--- src/hdl/tuning_frame_receiver_unit_defines.svh ---
// Assertion macros shared by the tuning frame receiver files
`ifndef TUNING_FRAME_RECEIVER_UNIT_DEFINES_SVH
`define TUNING_FRAME_RECEIVER_UNIT_DEFINES_SVH

// same-cycle implication, disabled while reset is held
`define TFR_ASSERT_IMPL(lbl, clk, rst_n, pre, post, msg) \
    lbl: assert property (@(posedge clk) disable iff (!rst_n) (pre) |-> (post)) \
        else $error(msg);

// next-cycle implication, disabled while reset is held
`define TFR_ASSERT_NEXT(lbl, clk, rst_n, pre, post, msg) \
    lbl: assert property (@(posedge clk) disable iff (!rst_n) (pre) |=> (post)) \
        else $error(msg);

`endif

--- src/hdl/tfr_pkg.sv ---
// Shared types, constants and helpers of the tuning frame receiver
package tfr_pkg;

    localparam logic [7:0] SYNC0    = 8'hFF;
    localparam logic [7:0] SYNC1    = 8'h55;
    localparam logic [7:0] SYNC2    = 8'hAA;
    localparam logic [7:0] TAG_DATA = 8'h10;
    localparam logic [7:0] TAG_CMD  = 8'h77;

    localparam int unsigned HDR_LEN    = 4;
    localparam logic [2:0]  WORD_BYTES = 3'd4;
    localparam logic [31:0] VALUE_MAX  = 32'h7FFF_FFFF;

    typedef enum logic {
        KIND_VALUE = 1'b0,
        KIND_CMD   = 1'b1
    } t_kind;

    typedef struct packed {
        t_kind              kind;
        logic [3:0]         channel;
        logic signed [31:0] value;
        logic               last;
    } t_result;

    typedef struct packed {
        logic    load;
        t_result res;
    } t_out_ctl;

    // expected header byte at position pos for a frame with the given tag
    function automatic logic [7:0] hdr_byte(input logic [1:0] pos, input logic [7:0] tag);
        logic [7:0] b;
        case (pos)
            2'd0:    b = SYNC0;
            2'd1:    b = SYNC1;
            2'd2:    b = SYNC2;
            default: b = tag;
        endcase
        return b;
    endfunction

    // words above the signed maximum encode negatives as VALUE_MAX - w, wrapped
    function automatic logic signed [31:0] decode_word(input logic [31:0] w);
        logic [31:0] v;
        v = w[31] ? (VALUE_MAX - w) : w;
        return $signed(v);
    endfunction

endpackage

--- src/hdl/tfr_if.sv ---
// Stream interfaces of the tuning frame receiver: received bytes and results
interface tfr_byte_if;
    logic       valid;
    logic       ready;
    logic [7:0] rx_byte;

    modport source (output valid, output rx_byte, input ready);
    modport sink   (input valid, input rx_byte, output ready);
endinterface

interface tfr_result_if;
    import tfr_pkg::*;

    logic               valid;
    logic               ready;
    t_kind              kind;
    logic [3:0]         channel;
    logic signed [31:0] value;
    logic               last;

    modport source (output valid, output kind, output channel, output value, output last,
                    input ready);
    modport sink   (input valid, input kind, input channel, input value, input last,
                    output ready);
endinterface

--- src/hdl/tfr_out_stage.sv ---
// Output register stage: holds one result until the downstream transfer
module tfr_out_stage (
    input  logic              i_clk,
    input  logic              i_rst_n,
    input  tfr_pkg::t_out_ctl i_ctl,
    output logic              o_free,
    tfr_result_if.source      o_res
);
    import tfr_pkg::*;

    logic    r_valid;
    t_result r_res;

    // slot is free when empty or when the held result transfers this cycle
    assign o_free = !r_valid || o_res.ready;

    always_ff @(posedge i_clk) begin
        if (!i_rst_n) begin
            r_valid <= 1'b0;
        end else if (i_ctl.load) begin
            r_valid <= 1'b1;
        end else if (o_res.ready) begin
            r_valid <= 1'b0;
        end
    end

    always_ff @(posedge i_clk) begin
        if (i_ctl.load) begin
            r_res <= i_ctl.res;
        end
    end

    assign o_res.valid   = r_valid;
    assign o_res.kind    = r_res.kind;
    assign o_res.channel = r_res.channel;
    assign o_res.value   = r_res.value;
    assign o_res.last    = r_res.last;

endmodule

--- src/hdl/tuning_frame_receiver_unit.sv ---
// Tuning frame receiver top level: byte store, frame sequencer, result output
//
// i_rx carries one received byte per transfer; o_res carries results, each a
// channel value of a data frame (kind 0, channels 0..CHANNELS-1, last on the
// final channel) or the command byte of a command frame (kind 1, last set).
// Each byte that finds room is written into a single-port-write byte store at
// the fill count; a byte that arrives at a full store is dropped. A sequencer
// then reads the store one address per cycle while it issues reads, through a
// registered read port, pipelined: it checks the data frame header and
// checksum, falling back to the command frame on a data header miss. A good
// data frame takes a checksum walk over the frame, then for each channel the
// reads of its word bytes and a load into the output register. i_rx.ready is
// high only while the sequencer is idle; one result may wait in the output
// register while the next byte is taken. A stalled receiver holds the
// sequencer at the next result until the output register frees. Reset clears
// the fill count and the sequencer; the store contents stay undefined and need
// no clearing pass.
module tuning_frame_receiver_unit #(
    parameter int unsigned STORE_DEPTH    = 64,
    parameter int unsigned DATA_FRAME_LEN = 41,
    parameter int unsigned CMD_FRAME_LEN  = 7,
    parameter int unsigned CHANNELS       = 9
) (
    input  logic         i_clk,
    input  logic         i_rst_n,
    tfr_byte_if.sink     i_rx,
    tfr_result_if.source o_res
);
    import tfr_pkg::*;

    `include "tuning_frame_receiver_unit_defines.svh"

    localparam int unsigned AW = $clog2(STORE_DEPTH);
    localparam int unsigned FW = $clog2(STORE_DEPTH + 1);
    localparam int unsigned OW = $clog2(DATA_FRAME_LEN);

    localparam logic [FW-1:0] DEPTH_F       = FW'(STORE_DEPTH);
    localparam logic [FW-1:0] DATA_LEN_F    = FW'(DATA_FRAME_LEN);
    localparam logic [FW-1:0] CMD_LEN_F     = FW'(CMD_FRAME_LEN);
    localparam logic [OW-1:0] DATA_LAST_OFF = OW'(DATA_FRAME_LEN - 2);
    localparam logic [OW-1:0] CMD_LAST_OFF  = OW'(CMD_FRAME_LEN - 2);
    localparam logic [OW-1:0] HDR_OFF       = OW'(HDR_LEN);
    localparam logic [3:0]    LAST_CH       = 4'(CHANNELS - 1);

    typedef enum logic [2:0] {
        ST_IDLE,
        ST_SCAN,
        ST_WORD,
        ST_WORD_OUT,
        ST_CMD_OUT
    } t_state;

    // control state
    t_state        r_state, n_state;
    logic [FW-1:0] r_fill, n_fill;
    logic          r_ret_vld, n_ret_vld;

    // sequencer payload
    logic [AW-1:0] r_base, n_base;
    logic [OW-1:0] r_iss, n_iss;
    logic [OW-1:0] r_ret_off, n_ret_off;
    logic          r_is_cmd, n_is_cmd;
    logic [7:0]    r_sum, n_sum;
    logic [7:0]    r_newest, n_newest;
    logic [31:0]   r_word, n_word;
    logic [2:0]    r_wcnt, n_wcnt;
    logic [3:0]    r_ch, n_ch;

    // byte store
    logic [7:0]    mem_store [STORE_DEPTH];
    logic [7:0]    r_rd_data;
    logic [AW-1:0] rd_addr;
    logic          mem_we;

    logic          out_free;
    t_out_ctl      out_ctl;

    logic [FW-1:0] fill_inc;
    logic [OW-1:0] last_off;
    logic [7:0]    tag;
    logic [7:0]    sum_next;

    assign i_rx.ready = (r_state == ST_IDLE);
    assign fill_inc   = r_fill + FW'(1);
    assign last_off   = r_is_cmd ? CMD_LAST_OFF : DATA_LAST_OFF;
    assign tag        = r_is_cmd ? TAG_CMD : TAG_DATA;
    assign sum_next   = r_sum + r_rd_data;
    assign rd_addr    = r_base + AW'(r_iss);

    // reads only touch addresses below the newest byte, so no write forwarding
    always_ff @(posedge i_clk) begin
        if (mem_we) begin
            mem_store[r_fill[AW-1:0]] <= i_rx.rx_byte;
        end
        r_rd_data <= mem_store[rd_addr];
    end

    always_comb begin
        n_state   = r_state;
        n_fill    = r_fill;
        n_ret_vld = r_ret_vld;
        n_base    = r_base;
        n_iss     = r_iss;
        n_ret_off = r_ret_off;
        n_is_cmd  = r_is_cmd;
        n_sum     = r_sum;
        n_newest  = r_newest;
        n_word    = r_word;
        n_wcnt    = r_wcnt;
        n_ch      = r_ch;
        mem_we    = 1'b0;
        out_ctl   = '0;

        unique case (r_state)
            ST_IDLE: begin
                if (i_rx.valid) begin
                    if (r_fill >= DEPTH_F) begin
                        // drop the byte and restart the store
                        n_fill = '0;
                    end else begin
                        mem_we    = 1'b1;
                        n_fill    = fill_inc;
                        n_newest  = i_rx.rx_byte;
                        n_iss     = '0;
                        n_ret_vld = 1'b0;
                        n_sum     = '0;
                        if (fill_inc >= DATA_LEN_F) begin
                            n_state  = ST_SCAN;
                            n_is_cmd = 1'b0;
                            n_base   = AW'(fill_inc - DATA_LEN_F);
                        end else if (fill_inc >= CMD_LEN_F) begin
                            n_state  = ST_SCAN;
                            n_is_cmd = 1'b1;
                            n_base   = AW'(fill_inc - CMD_LEN_F);
                        end
                    end
                end
            end

            ST_SCAN: begin
                // issue the next read, one frame byte per cycle
                n_ret_vld = 1'b0;
                if (r_iss <= last_off) begin
                    n_iss     = r_iss + OW'(1);
                    n_ret_vld = 1'b1;
                    n_ret_off = r_iss;
                end
                if (r_ret_vld) begin
                    if (r_ret_off < HDR_OFF &&
                        r_rd_data != hdr_byte(r_ret_off[1:0], tag)) begin
                        // header miss: fall back to the command frame check, or else go idle
                        n_ret_vld = 1'b0;
                        if (!r_is_cmd && r_fill >= CMD_LEN_F) begin
                            n_is_cmd = 1'b1;
                            n_base   = AW'(r_fill - CMD_LEN_F);
                            n_iss    = '0;
                            n_sum    = '0;
                        end else begin
                            n_state = ST_IDLE;
                        end
                    end else begin
                        n_sum = sum_next;
                        if (r_ret_off == last_off) begin
                            // header matched: the store restarts either way
                            n_fill    = '0;
                            n_ret_vld = 1'b0;
                            n_state   = ST_IDLE;
                            if (sum_next == r_newest) begin
                                if (r_is_cmd) begin
                                    n_word  = {24'd0, r_rd_data};
                                    n_state = ST_CMD_OUT;
                                end else begin
                                    n_iss   = HDR_OFF;
                                    n_wcnt  = '0;
                                    n_ch    = '0;
                                    n_state = ST_WORD;
                                end
                            end
                        end
                    end
                end
            end

            ST_WORD: begin
                n_ret_vld = 1'b0;
                if (r_wcnt != WORD_BYTES) begin
                    n_iss     = r_iss + OW'(1);
                    n_wcnt    = r_wcnt + 3'd1;
                    n_ret_vld = 1'b1;
                    n_ret_off = r_iss;
                end
                if (r_ret_vld) begin
                    n_word = {r_word[23:0], r_rd_data};
                    // words are aligned, so the fourth byte ends in offset bits 11
                    if (r_ret_off[1:0] == 2'd3) begin
                        n_state = ST_WORD_OUT;
                    end
                end
            end

            ST_WORD_OUT: begin
                if (out_free) begin
                    out_ctl.load        = 1'b1;
                    out_ctl.res.kind    = KIND_VALUE;
                    out_ctl.res.channel = r_ch;
                    out_ctl.res.value   = decode_word(r_word);
                    out_ctl.res.last    = (r_ch == LAST_CH);
                    if (r_ch == LAST_CH) begin
                        n_state = ST_IDLE;
                    end else begin
                        n_ch    = r_ch + 4'd1;
                        n_wcnt  = '0;
                        n_state = ST_WORD;
                    end
                end
            end

            ST_CMD_OUT: begin
                if (out_free) begin
                    out_ctl.load        = 1'b1;
                    out_ctl.res.kind    = KIND_CMD;
                    out_ctl.res.channel = 4'd0;
                    out_ctl.res.value   = $signed(r_word);
                    out_ctl.res.last    = 1'b1;
                    n_state             = ST_IDLE;
                end
            end

            default: begin
                n_state = ST_IDLE;
            end
        endcase
    end

    always_ff @(posedge i_clk) begin
        if (!i_rst_n) begin
            r_state   <= ST_IDLE;
            r_fill    <= '0;
            r_ret_vld <= 1'b0;
        end else begin
            r_state   <= n_state;
            r_fill    <= n_fill;
            r_ret_vld <= n_ret_vld;
        end
    end

    always_ff @(posedge i_clk) begin
        r_base    <= n_base;
        r_iss     <= n_iss;
        r_ret_off <= n_ret_off;
        r_is_cmd  <= n_is_cmd;
        r_sum     <= n_sum;
        r_newest  <= n_newest;
        r_word    <= n_word;
        r_wcnt    <= n_wcnt;
        r_ch      <= n_ch;
    end

    tfr_out_stage u_out_stage (
        .i_clk   (i_clk),
        .i_rst_n (i_rst_n),
        .i_ctl   (out_ctl),
        .o_free  (out_free),
        .o_res   (o_res)
    );

    `TFR_ASSERT_NEXT(a_full_store_restarts, i_clk, i_rst_n,
        i_rx.valid && i_rx.ready && r_fill == DEPTH_F,
        r_fill == '0 && r_state == ST_IDLE, "full store did not restart")
    `TFR_ASSERT_IMPL(a_scan_ends_at_fill, i_clk, i_rst_n,
        r_state == ST_SCAN,
        FW'(r_base) + (r_is_cmd ? CMD_LEN_F : DATA_LEN_F) == r_fill,
        "scanned frame does not end at the newest byte")
    `TFR_ASSERT_IMPL(a_load_into_free_slot, i_clk, i_rst_n,
        out_ctl.load, out_free, "result loaded while output register busy")

endmodule

--- src/flat_wrapper.sv ---
// flat-port wrapper written by rule: the top's interface ports become plain ports
module tuning_frame_receiver_unit_flat import tfr_pkg::*;
#(
    parameter int unsigned STORE_DEPTH    = 64,
    parameter int unsigned DATA_FRAME_LEN = 41,
    parameter int unsigned CMD_FRAME_LEN  = 7,
    parameter int unsigned CHANNELS       = 9
)
  (i_clk, i_rst_n, i_rx_valid, i_rx_rx_byte, i_rx_ready, o_res_valid, o_res_kind, o_res_channel, o_res_value, o_res_last, o_res_ready);
  tfr_byte_if i_rx_i ();
  tfr_result_if o_res_i ();
  input  logic i_clk;
  input  logic i_rst_n;
  input wire logic [$bits(i_rx_i.valid)-1:0] i_rx_valid;
  input wire logic [$bits(i_rx_i.rx_byte)-1:0] i_rx_rx_byte;
  output wire logic [$bits(i_rx_i.ready)-1:0] i_rx_ready;
  output wire logic [$bits(o_res_i.valid)-1:0] o_res_valid;
  output wire logic [$bits(o_res_i.kind)-1:0] o_res_kind;
  output wire logic [$bits(o_res_i.channel)-1:0] o_res_channel;
  output wire logic [$bits(o_res_i.value)-1:0] o_res_value;
  output wire logic [$bits(o_res_i.last)-1:0] o_res_last;
  input wire logic [$bits(o_res_i.ready)-1:0] o_res_ready;
  assign i_rx_i.valid = i_rx_valid;
  assign i_rx_i.rx_byte = i_rx_rx_byte;
  assign i_rx_ready = i_rx_i.ready;
  assign o_res_valid = o_res_i.valid;
  assign o_res_kind = o_res_i.kind;
  assign o_res_channel = o_res_i.channel;
  assign o_res_value = o_res_i.value;
  assign o_res_last = o_res_i.last;
  assign o_res_i.ready = o_res_ready;
  tuning_frame_receiver_unit #(.STORE_DEPTH(STORE_DEPTH), .DATA_FRAME_LEN(DATA_FRAME_LEN), .CMD_FRAME_LEN(CMD_FRAME_LEN), .CHANNELS(CHANNELS)) u_core (.i_clk(i_clk), .i_rst_n(i_rst_n), .i_rx(i_rx_i), .o_res(o_res_i));
endmodule
--- config.mk ---
export PLATFORM = sky130hd
export DESIGN_NAME = tuning_frame_receiver_unit_flat
export DESIGN_NICKNAME = d
export VERILOG_FILES = /design/src/hdl/tfr_pkg.sv /design/src/hdl/tfr_if.sv /design/src/hdl/tfr_out_stage.sv /design/src/hdl/tuning_frame_receiver_unit.sv /design/src/flat_wrapper.sv
export VERILOG_INCLUDE_DIRS = /design/src /design/src/hdl
export SDC_FILE = /design/constraint.sdc
export NUM_CORES = 1
export LEC_CHECK = 0
export ABC_AREA = 0
export BUFFER_PORTS_ARGS = -buffer_cell sky130_fd_sc_hd__clkbuf_2
export CORE_AREA = 2 2 240 242
export CTS_BUF_LIST = sky130_fd_sc_hd__clkbuf_16
export CTS_CLUSTER_DIAMETER = 150
export DETAILED_ROUTE_END_ITERATION = 8
export DIE_AREA = 0 0 242 244
export HOLD_SLACK_MARGIN = 0.03
export PLACE_DENSITY_LB_ADDON = 0.12
export SLEW_MARGIN = 15
export SYNTH_ARGS = -nofsm -noshare
export SYNTH_HDL_FRONTEND = slang
export SYNTH_SLANG_ARGS = --single-unit
--- constraint.sdc ---
create_clock -name i_clk -period 4.75 [get_ports i_clk]
set_input_delay 0.95 -clock i_clk [delete_from_list [all_inputs] [get_ports i_clk]]
set_output_delay 0.95 -clock i_clk [all_outputs]
set_load 0.02 [all_outputs]
==> flow_metrics.env <==
export IMPL_grt_pass1_wl_um=89800
export IMPL_rsz0062_at_grt="no"
export IMPL_hold_path_class="reg -> reg"
export IMPL_synth_edf_count=624
export IMPL_start_util=0.477
export IMPL_min_period_over_period=0.857
export IMPL_cts_setup_buffers=0
export IMPL_wire_per_inst_um=24.9
export IMPL_nets=1618
export IMPL_fillerInstances=4498
export IMPL_grt_start_max_net_pins=66
export IMPL_via_per_inst=5.79
export IMPL_max_slew_margin=0.268
export IMPL_grt_remaining_overflow=0
export IMPL_final_cell_mix="624 x edfxtp_1, 170 x nor2_1, 160 x mux4_2"
export IMPL_clock_latency_ns=0.60
export IMPL_synth_largest_area_cell="edfxtp_1"
export IMPL_status="finished, final reports clean"
export IMPL_place_area_sq_um=28100
export IMPL_hold_viol_final=0
export IMPL_power_density_nw_per_um2=465
export IMPL_portBuffers=51
export IMPL_htree_levels=3
export IMPL_crit_arrival_ns=4.50
export IMPL_numClockSinks=644
export IMPL_avgSynthCellArea_sq_um=18.0
export IMPL_max_freq_mhz=246
export IMPL_area_growth_pct=13.1
export IMPL_layout_commonest_cell="edfxtp_1"
export IMPL_tns_ns=0
export IMPL_drc=0
export IMPL_rows=87
export IMPL_dieWidth_um=242
export IMPL_yosysWarnings=0
export IMPL_cts_tree="yes"
export IMPL_maxSlewViolCount=0
export IMPL_cts_resized=0
export IMPL_antenna_cells=0
export IMPL_first_pass_iters=4
export IMPL_cts_buffers=70
export IMPL_crit_path_start_kind="register"
export IMPL_dp_final_hpwl_um=37000
export IMPL_ctsHoldBuffers=0
export IMPL_synthFlopType="edfxtp_1"
export IMPL_synth_cells=1489
export IMPL_ir_drop_uv=315
export IMPL_synth_area_sq_um=26800
export IMPL_finalSetupViolCount=0
export IMPL_fin_area_sq_um=30300
export IMPL_cap_violations=0
export IMPL_seq_area_frac_synth=0.715
export IMPL_grt_usage=0.206
export IMPL_wl_um=59500
export IMPL_critical_path_max_fanout=32
export IMPL_die_h_um=244
export IMPL_clkSlewWorstSetupHoldPaths_ns=0.06
export IMPL_dieArea_sq_um=59000
export IMPL_io_pins=52
export IMPL_drt_iter0_markers=1047
export IMPL_syn_num_nets=1528
export IMPL_worst_ep_required_time_ns=5.18
export IMPL_cts_buffer_depth=3
export IMPL_vias=13841
export IMPL_gp_congestion=0.836
export IMPL_synth_top_area_frac=0.700
export IMPL_cts_root_buf="clkbuf_16"
export IMPL_power_total_mw=14.1
export IMPL_min_period_ns=4.07
export IMPL_grt_pass1_vias=13947
export IMPL_antenna_left=0
export IMPL_drive_gt1_frac=0.231
export IMPL_ys_ff_latch=644
export IMPL_synth_area_leaders="edfxtp_1 70%, mux4_2 13%, nor2_1 2.4%, dfxtp_1 1.5%, a21oi_1 1.4%"
export IMPL_power_leakage_nw=10.1
export IMPL_crit_type="reg -> reg"
export IMPL_core_area_sq_um=56200
export IMPL_skew_ns=0.0179
export IMPL_worst_pin_slew_ns=1.10
export IMPL_synth_cell_types=70
export IMPL_async_reset_ff_frac=0
export IMPL_crit_path_end_kind="register"
export IMPL_antenna_found_initial=1
## cells by family (layout without fill, tap and decap cells)
kind of cell,Yosys count,after routing,synth area share
flip-flops,644,644,0.715
AND/OR/NAND/NOR,345,345,0.0625
multiplexers,173,173,0.139
AO/OA/AOI/OAI,165,165,0.0403
buffers and inverters,99,243,0.0176
XOR/XNOR,36,36,0.0123
adder cells (fa/ha/maj),27,27,0.0132
## area by class of cell
class,count,area (sq um),share of cell area
inverters,17,63.8,0.00211
multi-input cells,746,7230,0.239
clock buffers,74,1850,0.0611
well taps,756,946,0.0312
repair buffers,100,686,0.0226
clock inverters,52,365,0.0121
flip-flops and latches,644,19100,0.632
## Yosys cell counts (17+ instances only)
cell / number
mux4_2: 160
nor2_1: 171
dfxtp_1: 20
nand2_1: 35
inv_1: 17
and3_1: 34
ha_1: 25
nand3_1: 19
nor2b_1: 20
xnor2_1: 20
buf_2: 17
edfxtp_1: 624
a21oi_1: 75
clkbuf_1: 43
## per-stage QoR
| step | util | hold WS (ns) | worst slack [ns] | instances |
|---|---|---|---|---|
| 6_report | 0.539 | 0.551 | 0.679 | 2389 |
| 5_1_grt | 0.539 | 0.575 | 0.467 | 2389 |
| 4_1_cts | 0.539 | 0.566 | 0.747 | 2389 |
| 3_5_place_dp | 0.500 | 0.555 | 0.765 | 2263 |
| 3_3_place_gp | 0.500 | 0.561 | 0.778 | 2263 |
| 2_1_floorplan | - | 0.451 | 0.630 | 1489 |
## per-layer routing
metal / part of all wire / global-route usage / vias up
li1: - / - / 6144
met1: 0.43 / 0.283 / 7220
met2: 0.48 / 0.330 / 389
met3: 0.058 / 0.0410 / 88
met4: 0.031 / 0.0793 / 0
met5: 0 / 0 / -
## sequential cells by signal, summed over array words and instances (netlist names)
signal and flops:
u_core.u_out_stage.o_res.value 32, u_core.r_ret_vld 1, u_core.r_newest 8, u_core.r_fill 7, u_core.u_out_stage.o_res.valid 1, u_core.u_out_stage.o_res.kind 1, u_core.r_ch 4, u_core.u_out_stage.o_res.last 1
u_core.r_base 6, u_core.r_word 32, u_core.r_iss 6, u_core.r_is_cmd 1, u_core.r_state 3, u_core.r_wcnt 3, u_core.u_out_stage.o_res.channel 4, u_core.r_ret_off 6
u_core.r_sum 8, u_core.mem_store 512, u_core.r_rd_data 8
## where the power goes
group,internal [mW],switching [mW],total (mW),leakage (nW)
registers,6.34,0.137,6.48,5.79
clock network,3.08,2.13,5.21,1.14
logic,1.06,1.34,2.40,3.16
total,10.5,3.61,14.1,10.1
## final timing paths
path	startpoint	to	slack, ns	cells after the start
hold reg to reg	u_core.r_rd_data[0]$_DFF_P_	u_core.r_word[0]$_DFFE_PP_	0.55	0
setup / recovery	u_core.r_iss[0]$_DFFE_PP_	u_core.r_rd_data[0]$_DFF_P_	0.68	8
setup reg to reg	u_core.r_iss[0]$_DFFE_PP_	u_core.r_rd_data[0]$_DFF_P_	0.68	8
hold / removal	u_core.r_rd_data[0]$_DFF_P_	u_core.r_word[0]$_DFFE_PP_	0.55	0
## critical path, stage by stage, from the launching register on
cell      delay [ns]
edfxtp_1        0.50
ha_4            0.22
fa_4            1.14
buf_12          0.29
mux4_2          0.35
mux4_2          0.46
nor2b_1         0.18
a211oi_1        0.64
a21oi_1         0.08
No activity file was read; power rests on OpenSTA's default activity.
